[src/rtl/segmented_crc32c_name_hash_assert.svh]
// ----------------------------------------------------------------------------
// Assertion macros for the segmented CRC-32C name hash
// Implication checks that are left out when SYNTH is defined.
// ----------------------------------------------------------------------------
`ifndef SEGMENTED_CRC32C_NAME_HASH_ASSERT_SVH
`define SEGMENTED_CRC32C_NAME_HASH_ASSERT_SVH

`ifndef SYNTH

// The consequent holds in the same cycle as the antecedent.
`define SCNH_ASSERT_IMP(label, clk, rst_n, ante, cons) \
	label: assert property (@(posedge clk) disable iff (!rst_n) (ante) |-> (cons)) \
		else $error("scnh: same-cycle check failed");

// The consequent holds in the cycle after the antecedent.
`define SCNH_ASSERT_NXT(label, clk, rst_n, ante, cons) \
	label: assert property (@(posedge clk) disable iff (!rst_n) (ante) |=> (cons)) \
		else $error("scnh: next-cycle check failed");

`else

`define SCNH_ASSERT_IMP(label, clk, rst_n, ante, cons)
`define SCNH_ASSERT_NXT(label, clk, rst_n, ante, cons)

`endif

`endif

[src/rtl/scnh_pkg.sv]
// ----------------------------------------------------------------------------
// Segmented CRC-32C name hash package
// Shared constants, queue entry type and the bytewise CRC-32C function.
// ----------------------------------------------------------------------------
package scnh_pkg;

	// Depth of the queue between the front and the back.
	localparam int unsigned QDepth = 4;
	localparam int unsigned QPtrW  = $clog2(QDepth);
	localparam int unsigned QCntW  = $clog2(QDepth + 1);

	// CRC-32C, reflected form.
	localparam logic [31:0] CRC_POLY = 32'h82F6_3B78;
	localparam logic [31:0] CRC_SEED = 32'hFFFF_FFFF;
	localparam logic [31:0] HIGH_BIT = 32'h8000_0000;
	localparam logic [15:0] LOW_MARK = 16'h8000;

	// Segment delimiter bytes.
	localparam logic [7:0] DELIM_DOT   = 8'h2E;
	localparam logic [7:0] DELIM_DASH  = 8'h2D;
	localparam logic [7:0] DELIM_UNDER = 8'h5F;
	localparam logic [7:0] DELIM_TILDE = 8'h7E;

	// One classified item as it travels from the front to the back.
	typedef struct packed {
		logic [7:0] data;
		logic       no_byte;
		logic       delim;
		logic       ends;
	} item_t;

	// Queue status seen by the front and the top level.
	typedef struct packed {
		logic valid;
		logic full;
	} qstat_t;

	// One byte through the reflected CRC-32C register.
	function automatic logic [31:0] crc32c_byte(input logic [31:0] crc, input logic [7:0] data);
		logic [31:0] c;
		c = crc ^ {24'h0, data};
		for (int k = 0; k < 8; k++) begin
			c = c[0] ? ((c >> 1) ^ CRC_POLY) : (c >> 1);
		end
		return c;
	endfunction

	// True for the bytes that split a name into segments.
	function automatic logic is_delim(input logic [7:0] data);
		return (data == DELIM_DOT) || (data == DELIM_DASH) ||
			(data == DELIM_UNDER) || (data == DELIM_TILDE);
	endfunction

endpackage

[src/rtl/scnh_front.sv]
// ----------------------------------------------------------------------------
// Name hash front
// Accepts name bytes and classifies them for the back.
// ----------------------------------------------------------------------------
module scnh_front (
	input  logic           push,
	output logic           full,
	input  logic [7:0]     name_byte,
	input  logic           last_byte,
	input  logic           empty_name,
	input  scnh_pkg::qstat_t q_stat,
	output logic           q_push,
	output scnh_pkg::item_t  q_item
);
	import scnh_pkg::*;

	// The input side stalls only when the queue has no room.
	assign full   = q_stat.full;
	assign q_push = push && !q_stat.full;

	// Classify the item: a byte is a delimiter or a segment byte, and an
	// item ends the name on the last byte or on the empty flag.
	always_comb begin
		q_item.data    = name_byte;
		q_item.no_byte = empty_name;
		q_item.delim   = !empty_name && is_delim(name_byte);
		q_item.ends    = empty_name || last_byte;
	end

endmodule

[src/rtl/scnh_queue.sv]
// ----------------------------------------------------------------------------
// Name hash item queue
// Short register queue that decouples the front from the back.
// ----------------------------------------------------------------------------
module scnh_queue (
	input  logic             clk,
	input  logic             arst_n,
	input  logic             wr_en,
	input  scnh_pkg::item_t  wr_item,
	input  logic             rd_en,
	output scnh_pkg::item_t  rd_item,
	output scnh_pkg::qstat_t stat
);
	import scnh_pkg::*;

	item_t             entries_q [QDepth];
	logic [QPtrW-1:0]  wr_ptr_q;
	logic [QPtrW-1:0]  rd_ptr_q;
	logic [QCntW-1:0]  count_q;

	// Status and head of the queue.
	assign stat.valid = (count_q != '0);
	assign stat.full  = (count_q == QCntW'(QDepth));
	assign rd_item    = entries_q[rd_ptr_q];

	// Entry storage.
	always_ff @(posedge clk) begin
		if (wr_en) begin
			entries_q[wr_ptr_q] <= wr_item;
		end
	end

	// Pointers and fill count.
	always_ff @(posedge clk or negedge arst_n) begin
		if (!arst_n) begin
			wr_ptr_q <= '0;
			rd_ptr_q <= '0;
			count_q  <= '0;
		end else begin
			if (wr_en) begin
				wr_ptr_q <= (wr_ptr_q == QPtrW'(QDepth - 1)) ? '0 : wr_ptr_q + 1'b1;
			end
			if (rd_en) begin
				rd_ptr_q <= (rd_ptr_q == QPtrW'(QDepth - 1)) ? '0 : rd_ptr_q + 1'b1;
			end
			if (wr_en && !rd_en) begin
				count_q <= count_q + 1'b1;
			end else if (!wr_en && rd_en) begin
				count_q <= count_q - 1'b1;
			end
		end
	end

endmodule

[src/rtl/scnh_back.sv]
// ----------------------------------------------------------------------------
// Name hash back
// Runs the segment and whole-name CRCs, sums segments and forms the key.
// ----------------------------------------------------------------------------
module scnh_back (
	input  logic            clk,
	input  logic            arst_n,
	input  logic            q_valid,
	input  scnh_pkg::item_t q_item,
	output logic            q_take,
	output logic            empty,
	input  logic            pop,
	output logic [31:0]     key_high,
	output logic [31:0]     key_low
);
	import scnh_pkg::*;

	logic [31:0] seg_crc_q;
	logic        seg_open_q;
	logic [31:0] seg_sum_q;
	logic [31:0] whole_crc_q;
	logic        out_valid_q;
	logic [31:0] key_high_q;
	logic [31:0] key_low_q;

	logic [31:0] seg_crc_upd;
	logic [31:0] whole_crc_upd;
	logic [31:0] addend;
	logic [31:0] sum_new;
	logic [31:0] fold;
	logic        out_free;

	// An ending item needs a free result slot; other items go straight in.
	assign out_free = !out_valid_q || pop;
	assign q_take   = q_valid && (!q_item.ends || out_free);

	// Byte updates of both CRC registers.
	assign seg_crc_upd   = crc32c_byte(seg_crc_q, q_item.data);
	assign whole_crc_upd = q_item.no_byte ? whole_crc_q : crc32c_byte(whole_crc_q, q_item.data);

	// The segment that closes on this item, if any, goes into the sum.
	always_comb begin
		if (!q_item.no_byte && !q_item.delim) begin
			addend = q_item.ends ? (seg_crc_upd ^ CRC_SEED) : '0;
		end else begin
			addend = seg_open_q ? (seg_crc_q ^ CRC_SEED) : '0;
		end
	end
	assign sum_new = seg_sum_q + addend;
	assign fold    = whole_crc_upd ^ CRC_SEED;

	// Running name state, returned to its seed at the end of each name.
	always_ff @(posedge clk or negedge arst_n) begin
		if (!arst_n) begin
			seg_crc_q   <= CRC_SEED;
			seg_open_q  <= 1'b0;
			seg_sum_q   <= '0;
			whole_crc_q <= CRC_SEED;
		end else if (q_take) begin
			if (q_item.ends) begin
				seg_crc_q   <= CRC_SEED;
				seg_open_q  <= 1'b0;
				seg_sum_q   <= '0;
				whole_crc_q <= CRC_SEED;
			end else begin
				whole_crc_q <= whole_crc_upd;
				seg_sum_q   <= sum_new;
				if (q_item.delim) begin
					seg_crc_q  <= CRC_SEED;
					seg_open_q <= 1'b0;
				end else begin
					seg_crc_q  <= seg_crc_upd;
					seg_open_q <= 1'b1;
				end
			end
		end
	end

	// Result register valid flag.
	always_ff @(posedge clk or negedge arst_n) begin
		if (!arst_n) begin
			out_valid_q <= 1'b0;
		end else if (q_take && q_item.ends) begin
			out_valid_q <= 1'b1;
		end else if (pop) begin
			out_valid_q <= 1'b0;
		end
	end

	// Result payload.
	always_ff @(posedge clk) begin
		if (q_take && q_item.ends) begin
			key_high_q <= sum_new | HIGH_BIT;
			key_low_q  <= {fold[31:16] ^ fold[15:0], LOW_MARK};
		end
	end

	assign empty    = !out_valid_q;
	assign key_high = key_high_q;
	assign key_low  = key_low_q;

endmodule

[src/rtl/segmented_crc32c_name_hash.sv]
// Path: the final byte (or empty flag) is written into the queue when it is
// transferred in, and the back registers the key in the result register at the
// edge at which it takes the item from the queue head.
// Throughput: one name byte per cycle while the queue has room; a full result
// register stalls only ending items.
// Reset: arst_n clears the queue and result flag at once and seeds both CRCs.
// ----------------------------------------------------------------------------
// Segmented CRC-32C name hash
// Hashes a filename, one byte per transfer, into a 64-bit directory key.
// ----------------------------------------------------------------------------
`include "segmented_crc32c_name_hash_assert.svh"

module segmented_crc32c_name_hash (
	input  logic        clk,
	input  logic        arst_n,
	input  logic        push,
	output logic        full,
	input  logic [7:0]  name_byte,
	input  logic        last_byte,
	input  logic        empty_name,
	output logic        empty,
	input  logic        pop,
	output logic [31:0] key_high,
	output logic [31:0] key_low
);
	import scnh_pkg::*;

	qstat_t q_stat;
	item_t  q_wr_item;
	item_t  q_item;
	logic   q_push;
	logic   q_take;

	// Front: takes and classifies bytes.
	scnh_front u_front (
		.push       (push),
		.full       (full),
		.name_byte  (name_byte),
		.last_byte  (last_byte),
		.empty_name (empty_name),
		.q_stat     (q_stat),
		.q_push     (q_push),
		.q_item     (q_wr_item)
	);

	// Queue between the front and the back.
	scnh_queue u_queue (
		.clk     (clk),
		.arst_n  (arst_n),
		.wr_en   (q_push),
		.wr_item (q_wr_item),
		.rd_en   (q_take),
		.rd_item (q_item),
		.stat    (q_stat)
	);

	// Back: CRC state, segment sum and key register.
	scnh_back u_back (
		.clk      (clk),
		.arst_n   (arst_n),
		.q_valid  (q_stat.valid),
		.q_item   (q_item),
		.q_take   (q_take),
		.empty    (empty),
		.pop      (pop),
		.key_high (key_high),
		.key_low  (key_low)
	);

	// An ending item always leaves a key waiting in the next cycle.
	`SCNH_ASSERT_NXT(a_end_gives_key, clk, arst_n, q_take && q_item.ends, !empty)
	// The back only takes an item that the queue holds.
	`SCNH_ASSERT_IMP(a_take_needs_item, clk, arst_n, q_take, q_stat.valid)
	// A full queue is never seen as holding nothing.
	`SCNH_ASSERT_IMP(a_full_has_item, clk, arst_n, q_stat.full, q_stat.valid)

endmodule

[config.mk]
export PLATFORM = sky130hd
export DESIGN_NAME = segmented_crc32c_name_hash
export DESIGN_NICKNAME = d
export VERILOG_FILES = /design/src/rtl/scnh_pkg.sv /design/src/rtl/scnh_front.sv /design/src/rtl/scnh_queue.sv /design/src/rtl/scnh_back.sv /design/src/rtl/segmented_crc32c_name_hash.sv
export VERILOG_INCLUDE_DIRS = /design/src /design/src/rtl
export SDC_FILE = /design/constraint.sdc
export NUM_CORES = 1
export LEC_CHECK = 0
export BUFFER_PORTS_ARGS = -buffer_cell sky130_fd_sc_hd__clkbuf_2
export CAP_MARGIN = 20
export CORE_ASPECT_RATIO = 1.5
export CORE_MARGIN = 2
export CORE_UTILIZATION = 45
export CTS_CLUSTER_SIZE = 25
export DETAILED_ROUTE_END_ITERATION = 10
export PLACE_DENSITY_LB_ADDON = 0.1
export SYNTH_ARGS = -nofsm -noshare
export SYNTH_HDL_FRONTEND = slang
export SYNTH_HIERARCHICAL = 1
export SYNTH_SLANG_ARGS = --single-unit
[constraint.sdc]
create_clock -name clk -period 15.75 [get_ports clk]
set_input_delay 0.7875 -clock clk [delete_from_list [all_inputs] [get_ports clk]]
set_output_delay 0.7875 -clock clk [all_outputs]
set_load 0.02 [all_outputs]
==> impl_metrics.yaml, run 1 <==
status:
  status: "complete, no violations"
critical_path:
  worst_path_most_repeated_cell: "xnor2_1"
  path_cells: "mux4_2, xnor2_1, xnor2_1, xnor2_2, xnor2_2, xnor2_1, xnor2_1, o22ai_1, ha_1, and3_1, and2_1, a32o_1, and3_1, or3_1, a31o_1, a221o_1"
  start_kind: "flop"
  worstPathMaxFanout: 14
  cp-end-kind: "flop"
  cp_slowest_cell: "dfrtp_1"
  critPathArrivalTime_ns: 6.38
  worstPathRequired_ns: 16.10
  crit_path_max_incr_delay_ns: 0.84
  criticalPathCategory: "flop to flop"
global_route:
  grt_pass1_wl_um: 45300
  antenna_found_initial: 0
  grt_pass1_vias: 8034
  grt_usage: 0.220
  grt.overflow.total: 0
  grt_max_degree: 71
layout:
  mostFrequentLayoutCells: "129 x xnor2_1, 91 x edfxtp_1, 85 x a21oi_1"
  n_antenna_cell: 0
  area_growth_pct: 9.00
  fin_nets: 1101
  layout_commonest_cell: "xnor2_1"
  drive_above_1_share: 0.213
route:
  num_vias: 7734
  finalWirelength_um: 28400
  drtIter0Drc: 307
  routed.top_layer: "met4"
  drt-pass1-iter-count: 6
  drc_errors: 0
  wl_met2_um: 15800
  antenna_left: 0
  post_drt_via_cell_ratio: 5.54
  wl_per_cell_um: 20.3
  route.met3.wl_um: 771
  m1WireLength_um: 10800
clock_tree:
  numCtsBuffers: 17
  cts.hold.buffers_added: 0
  cts_tree: "yes"
  clk_transition_reported_paths_ns: 0.07
  root_buffer: "clkbuf_16"
  post_cts_buffers: 0
  h-tree-depth: 4
  ctsResizeCount: 0
  insertion_delay_ns: 0.47
  cts_num_sinks: 195
  clockBufferDepth: 2
synthesis:
  synth_area_um2: 11800
  ys_seq_area_frac: 0.461
  syn_avg_cell_area_um2: 11.6
  synth_edf_count: 91
  ys.flop_type: "edfxtp_1"
  syn_inst: 1015
  synth.distinct_cells: 77
  synth_seq_cells: 195
  synthArstFlopShare: 0.533
  yosys_warnings: 6
run:
  cap_violations: 0
die:
  start_util: 0.456
  die-width_um: 136
  io-pin-count: 80
  die_h_um: 202
  std_cell_rows: 72
  dieArea_um2: 27500
  core_area_um2: 25800
sta:
  final_max_slew_viol_count: 0
  fmax_mhz: 166
  fin_tns_setup_ns: 0
  period_share: 0.383
  setup_violations: 0
  hold_viol: 0
  rsz0062_at_grt: "no"
  tightestPinTransition_ns: 0.965
  period_needed_ns: 6.03
  slew-limit-headroom: 0.357
  clock_skew_ns: 0.0150
worst_hold_path:
  hold_path_class: "input pin to asynchronous set/reset pin"
place:
  hpwl_um: 20600
  gp_congestion: 0.895
  port_buffers: 62
[registers in the layout (all words and copies together), names as in the netlist]
name and count:
u_back/key_low 16, u_queue/count_q 3, u_queue/wr_ptr_q 2, u_back/key_high 31, u_back/whole_crc_q 32, u_back/seg_open_q 1, u_back/seg_sum_q 31, u_back/seg_crc_q 32
u_queue/entries_q 44, u_queue/rd_ptr_q 2, u_back/out_valid_q 1
[final timing paths]
kind	start	to	slack, ns	cells past startpoint
setup / recovery	u_queue/rd_ptr_q[0]$_DFFE_PN0P_	u_back/seg_sum_q[25]$_DFFE_PN0P_	9.72	16
hold / removal	arst_n	u_back/seg_sum_q[4]$_DFFE_PN0P_	0.29	1
setup reg to reg	u_queue/rd_ptr_q[0]$_DFFE_PN0P_	u_back/seg_sum_q[25]$_DFFE_PN0P_	9.72	16
hold reg to reg	u_queue/count_q[2]$_DFFE_PN0P_	u_queue/count_q[2]$_DFFE_PN0P_	0.48	1
max in group asynchronous	arst_n	u_back/seg_sum_q[28]$_DFFE_PN0P_	14.11	2
min in group clk	u_queue/count_q[2]$_DFFE_PN0P_	u_queue/count_q[2]$_DFFE_PN0P_	0.48	1
[cells in the mapped netlist, drive strengths merged (25+ instances only)]
library cell	instances	area, µm²
o22a	42	368
nor2	59	221
xor2	63	679
ha	36	450
clkbuf	32	120
dfstp	64	1680
edfxtp	91	2730
xnor2	147	1490
o21ai	25	125
a21oi	85	425
dfrtp	40	1000
buf	39	268
nand2	39	146
o22ai	31	194
[per-layer routing]
metal	vias up	global-route usage
li1	3697	-
met1	3862	0.245
met2	129	0.405
met3	46	0.0391
met4	0	0.0923
met5	-	0
[final cells by class]
| class | count | area, µm² |
|---|---|---|
| timing repair buffer | 71 | 380 |
| sequential | 195 | 5420 |
| clock buffer | 19 | 453 |
| inverter | 24 | 90.1 |
| multi-input combinational | 740 | 5930 |
| clock inverter | 13 | 136 |
| tap | 333 | 417 |
| fill | 2437 | 12900 |
[logic make-up (layout without fill, tap and decap cells)]
kind of cell / after synthesis / after routing / share of synthesized area
muxes: 19 / 19 / 0.0293
xor gates and xnor gates: 215 / 215 / 0.194
other: 2 / 17 / 0.000639
buffers and inverters: 95 / 127 / 0.0406
adders and majority gates: 38 / 38 / 0.0417
DFF: 195 / 195 / 0.461
and+or+nand+nor: 176 / 176 / 0.0737
AOI/OAI and AO/OA: 275 / 275 / 0.159
[through the flow]
step,area [µm²],worst slack [ns],util,hold WS [ns],std cells
after floorplan,11800,10.72,-,0.441,1030
after global placement,12200,9.69,0.475,0.468,1363
after detailed placement,12200,9.64,0.475,0.471,1363
after CTS,12800,9.64,0.497,0.296,1395
after global routing,12800,9.33,0.497,0.320,1395
final,12800,9.72,0.497,0.292,1395
[worst max-delay path, delay by kind of cell (launching register included)]
kind	cells	cell delay, ns
XOR/XNOR	6	1.94
AO/OA/AOI/OAI	4	1.07
AND/OR/NAND/NOR	4	1.05
flip-flops	1	0.84
multiplexers	1	0.66
adder cells (fa/ha/maj)	1	0.36
Power of run 1 is left out: the tool's default activity adds up to more than one toggle a clock period on the data nets, which glitch-free logic cannot reach.
==> inputs of run 2 (changes only) <==
Clock period 15.75 ns to 5.7 ns, I/O delays scaled along.
==> run 2 against run 1 <==
Sequential cell count stayed put. Register-to-register slack worse by 9.4 ns. Routed wire length is 1.6% lower. Clock skew increased by 0.0031 ns. First-iteration DRC count increased by 22%. Global-route usage fell by 0.65 points. Cell count is 2.2% higher. Sequential share of layout area down 0.91 points. Count of clock-buffer cells in the layout down 1. Fmax up 12%. Critical path depth fell by 1. Setup slack worse by 9.4 ns. Critical endpoint unchanged.
==> impl_metrics.yaml, run 2 (synthesized netlist as in run 1, its figures left out) <==
critical_path:
  critPathBufInv: 1
  worstPathRequired_ns: 6.06
  cp_slowest_cell: "mux4_2"
  critPathArrivalTime_ns: 5.75
  cp.depth: 15
  r2r_cells: 15
  crit_path_max_incr_delay_ns: 0.61
  path_cells: "buf_4, mux4_2, xnor2_1, xnor3_2, xnor2_4, xnor2_1, o22ai_1, ha_1, a21o_1, a21o_1, o2bb2ai_1, a221o_1, or3_1, a31o_1, a221o_1"
  cp-end-kind: "flop"
  critPathTopFamily: "compound AO/OA/AOI/OAI gates"
  criticalPathCategory: "flop to flop"
  start_kind: "flop"
  worstPathMaxFanout: 7
layout:
  largest_register: "u_queue/entries_q"
  fin_nets: 1131
  final_util: 0.508
  n_antenna_cell: 0
  largest_reg_flops: 44
  top_regs: "u_queue/entries_q x44, u_back/seg_crc_q x32, u_back/whole_crc_q x32"
  design_area_um2: 13100
  layout_commonest_cell: "xnor2_1"
  area_growth_pct: 11.4
  drive_above_1_share: 0.234
  mostFrequentLayoutCells: "129 x xnor2_1, 91 x edfxtp_1, 85 x a21oi_1"
sta:
  fmax_mhz: 186
  final_max_slew_viol_count: 0
  fin_tns_setup_ns: 0
  slew-limit-headroom: 0.423
  tightestPinTransition_ns: 0.863
  clock_skew_ns: 0.0181
  hold_viol: 0
  rsz0062_at_grt: "no"
  setup_violations: 0
  period_share: 0.945
  worst_hold_slack_ns: 0.0644
  period_needed_ns: 5.39
route:
  drtIter0Drc: 376
  antenna_left: 0
  wl_per_cell_um: 19.6
  post_drt_via_cell_ratio: 5.44
  drc_errors: 0
  num_vias: 7750
  drt-pass1-iter-count: 6
  finalWirelength_um: 27900
die:
  die_h_um: 202
  std_cell_rows: 72
  core_area_um2: 25800
  start_util: 0.456
  die-width_um: 136
  io-pin-count: 80
  dieArea_um2: 27500
run:
  cap_violations: 0
clock_tree:
  clockBufferDepth: 2
  root_buffer: "clkbuf_16"
  h-tree-depth: 4
  cts_tree: "yes"
  insertion_delay_ns: 0.48
  numCtsBuffers: 17
  clk_transition_reported_paths_ns: 0.08
  cts_num_sinks: 195
  ctsResizeCount: 0
worst_hold_path:
  hold_path_class: "input pin to flop"
  min_path_cells: 1
global_route:
  grt_usage: 0.213
  grt_pass1_wl_um: 43900
  grt.overflow.total: 0
  grt_max_degree: 68
  antenna_found_initial: 0
  grt_pass1_vias: 7793
place:
  gp_congestion: 0.852
  hpwl_um: 20400
  port_buffers: 62
  dpl_cell_area_um2: 12500
status:
  status: "complete, no violations"
-- run 2: changes by cell type in the layout (fill, tap and decap cells not counted) --
cell           before  now
clkbuf_8            2    0
inv_8               1    2
clkinv_8            0    7
dlygate4sd3_1       0    1
buf_12              0    1
clkbuf_16          17   18
clkinv_4            5    0
bufinv_16           1    0
clkinvlp_4          1    0
buf_4              10   38
-- run 2: worst paths after layout --
kind                                                           to                            start  slack [ns]
worst max-delay path             u_back/seg_sum_q[25]$_DFFE_PN0P_  u_queue/rd_ptr_q[0]$_DFFE_PN0P_        0.31
worst min-delay path            u_queue/entries_q[1][2]$_DFFE_PP_                       empty_name        0.06
worst max register to register   u_back/seg_sum_q[25]$_DFFE_PN0P_  u_queue/rd_ptr_q[0]$_DFFE_PN0P_        0.31
worst min register to register     u_queue/count_q[2]$_DFFE_PN0P_   u_queue/count_q[2]$_DFFE_PN0P_        0.48
max in group asynchronous        u_back/seg_sum_q[25]$_DFFE_PN0P_                           arst_n        4.06
min in group asynchronous         u_back/seg_sum_q[4]$_DFFE_PN0P_                           arst_n        0.40
-- run 2: routing by layer --
layer,vias up,share of wire,GRT usage
met1,3815,0.39,0.241
li1,3766,-,-
met4,0,0.030,0.0904
met3,35,0.026,0.0349
met2,134,0.55,0.391
met5,-,0,0
-- run 2: final cells by class --
| class | count | area, µm² |
|---|---|---|
| Tap cell | 333 | 417 |
| Inverter | 24 | 90.1 |
| Sequential cell | 195 | 5420 |
| Clock buffer | 18 | 450 |
| Clock inverter | 14 | 180 |
| Multi-Input combinational cell | 740 | 5930 |
| Timing Repair Buffer | 101 | 621 |
| Fill cell | 2383 | 12700 |
-- run 2: metrics by stage --
step                      std cells  setup slack, ns
after floorplan                1030            0.675
after detailed placement       1392            0.293
after CTS                      1425            0.268
after global placement         1392            0.286
final                          1425            0.311
after global routing           1425           0.0808
-- run 2: repair_timing --
| action | in CTS | in global routing |
|---|---|---|
| hold buffers | 1 | 0 |
| buffers inserted | 0 | 0 |
| endpoints found under the hold margin | 25 | 0 |
Power of run 2 is left out for the same reason.
==> inputs of run 3 (changes only) <==
Settings changed: REMOVE_ABC_BUFFERS from default to 1.
==> run 3 against run 2 <==
Clock skew shrank 0.0071 ns. Sequential cell count is the same. Via count grew 0.61%. Die area is the same. Utilization shrank 0.28 points. Count of clock-buffer cells in the layout shrank 1. Hold slack gained 0.0049 ns. Cell area shrank 0.54%. Global-route usage grew 0.75 points. Register-to-register slack gained 0.06 ns. Setup slack gained 0.063 ns. Routed wire length grew 3.2%.
==> impl_metrics.yaml, run 3 (synthesized netlist as in run 1, its figures left out) <==
sta:
  fmax_mhz: 188
  setup_violations: 0
  clock_skew_ns: 0.0111
  rsz0062_at_grt: "no"
  period_needed_ns: 5.33
  period_share: 0.934
  final_max_slew_viol_count: 0
  slew-limit-headroom: 0.341
  tightestPinTransition_ns: 0.985
  hold_viol: 0
  worst_slack_ns: 0.374
layout:
  top_regs: "u_queue/entries_q x44, u_back/seg_crc_q x32, u_back/whole_crc_q x32"
  final_util: 0.506
  area_growth_pct: 10.8
  largest_register: "u_queue/entries_q"
  n_antenna_cell: 0
  mostFrequentLayoutCells: "129 x xnor2_1, 91 x edfxtp_1, 85 x a21oi_1"
  drive_above_1_share: 0.230
  fin_nets: 1126
  layout_commonest_cell: "xnor2_1"
  largest_reg_flops: 44
route:
  drtIter0Drc: 395
  finalWirelength_um: 28800
  post_drt_via_cell_ratio: 5.49
  drt-pass1-iter-count: 4
  num_vias: 7797
  drc_errors: 0
  wl_per_cell_um: 20.3
  antenna_left: 0
place:
  gp_congestion: 0.808
  hpwl_um: 20500
  place_ws_ns: 0.237
  port_buffers: 62
critical_path:
  worstPathRequired_ns: 5.90
  worstPathMaxFanout: 6
  critPathArrivalTime_ns: 5.53
  worst_path_most_repeated_cell: "xnor2_1"
  r2r_cells: 16
  r2r-end: "u_back/key_high[27]$_DFFE_PP_"
  start_kind: "flop"
  cp_slowest_cell: "mux4_1"
  ff2ff_setup_slack_ns: 0.37
  r2r-start: "u_queue/rd_ptr_q[0]$_DFFE_PN0P_"
  critPathTopFamily: "XOR/XNOR gates"
  path_cells: "mux4_1, xnor2_4, xnor2_1, xnor2_2, xnor2_2, xnor2_1, xnor2_1, o22ai_1, ha_1, and3_1, and2_1, a32o_1, and3_1, or4b_1, a31oi_1, xnor2_1"
  critPathBufInv: 0
  crit_path_max_incr_delay_ns: 0.79
  criticalPathCategory: "flop to flop"
  cp-end-kind: "flop"
clock_tree:
  h-tree-depth: 4
  root_buffer: "clkbuf_16"
  cts_tree: "yes"
  clockBufferDepth: 2
  numCtsBuffers: 17
  cts_num_sinks: 195
  insertion_delay_ns: 0.45
  clk_transition_reported_paths_ns: 0.07
global_route:
  grt_util_met1: 0.260
  grt.overflow.total: 0
  grt_pass1_vias: 7985
  grt.busiest_layer: "met2"
  grt_usage: 0.221
  grtUsageMet2: 0.401
  grtUsageMet3: 0.0334
  grt_max_degree: 68
  antenna_found_initial: 0
  grt_pass1_wl_um: 45600
die:
  std_cell_rows: 72
  io-pin-count: 80
  core_area_um2: 25800
  start_util: 0.456
  dieArea_um2: 27500
  die-width_um: 136
  die_h_um: 202
worst_hold_path:
  holdPathEnd: "u_queue/entries_q[3][10]$_DFFE_PP_"
  hold_path_class: "input pin to flop"
  hp-start: "name_byte[7]"
  min_path_cells: 1
run:
  cap_violations: 0
status:
  status: "complete, no violations"
==> run 3: cell types whose count changed in the layout (fill, tap and decap cells not counted), moves of 2 or more <==
cell	before	now
clkinv_8	7	0
clkinvlp_4	0	4
bufinv_16	0	3
clkinv_2	0	2
inv_8	2	0
buf_4	38	34
==> run 3: final cells by class <==
cell class	count	area, µm²
fillers	2407	12700
multi-input cells	740	5930
flip-flops and latches	195	5420
repair buffers	96	571
clock buffers	17	425
well taps	333	417
clock inverters	15	179
inverters	24	90.1
==> run 3: per-layer routing <==
layer / wire [µm] / up-vias
li1: - / 3751
met1: 11500 / 3879
met2: 15800 / 123
met3: 696 / 44
met4: 740 / 0
met5: 0 / -
==> run 3: worst max path at each step <==
stage                                     from                                to  slack [ns]  depth (start not counted)
6_report       u_queue/rd_ptr_q[0]$_DFFE_PN0P_     u_back/key_high[27]$_DFFE_PP_        0.37                         16
5_1_grt        u_queue/rd_ptr_q[0]$_DFFE_PN0P_     u_back/key_high[27]$_DFFE_PP_        0.05                         16
4_1_cts        u_queue/rd_ptr_q[0]$_DFFE_PN0P_     u_back/key_high[27]$_DFFE_PP_        0.19                         16
3_5_place_dp   u_queue/rd_ptr_q[0]$_DFFE_PN0P_     u_back/key_high[27]$_DFFE_PP_        0.24                         16
3_3_place_gp   u_queue/rd_ptr_q[0]$_DFFE_PN0P_  u_back/seg_sum_q[27]$_DFFE_PN0P_        0.34                         16
2_1_floorplan  u_queue/rd_ptr_q[0]$_DFFE_PN0P_  u_back/seg_sum_q[25]$_DFFE_PN0P_       -0.75                         11
==> run 3: timing repair <==
item	in CTS	in global routing
hold buffers	1	0
setup buffers	0	2
endpoints found under the hold margin	19	0
setup endpoints to repair	0	4
gates resized for setup	0	1
==> run 3: per-stage QoR <==
step | instance area, µm² | instances | hold slack, ns | setup TNS (ns)
after CTS | 13000 | 1418 | 0.0459 | 0
final | 13000 | 1420 | 0.0692 | 0
after global routing | 13000 | 1420 | 0.0553 | 0
after detailed placement | 12400 | 1385 | 0.467 | 0
after global placement | 12400 | 1385 | 0.457 | 0
after floorplan | 11400 | 959 | -0.0106 | -16.24
Power of run 3 is left out for the same reason.
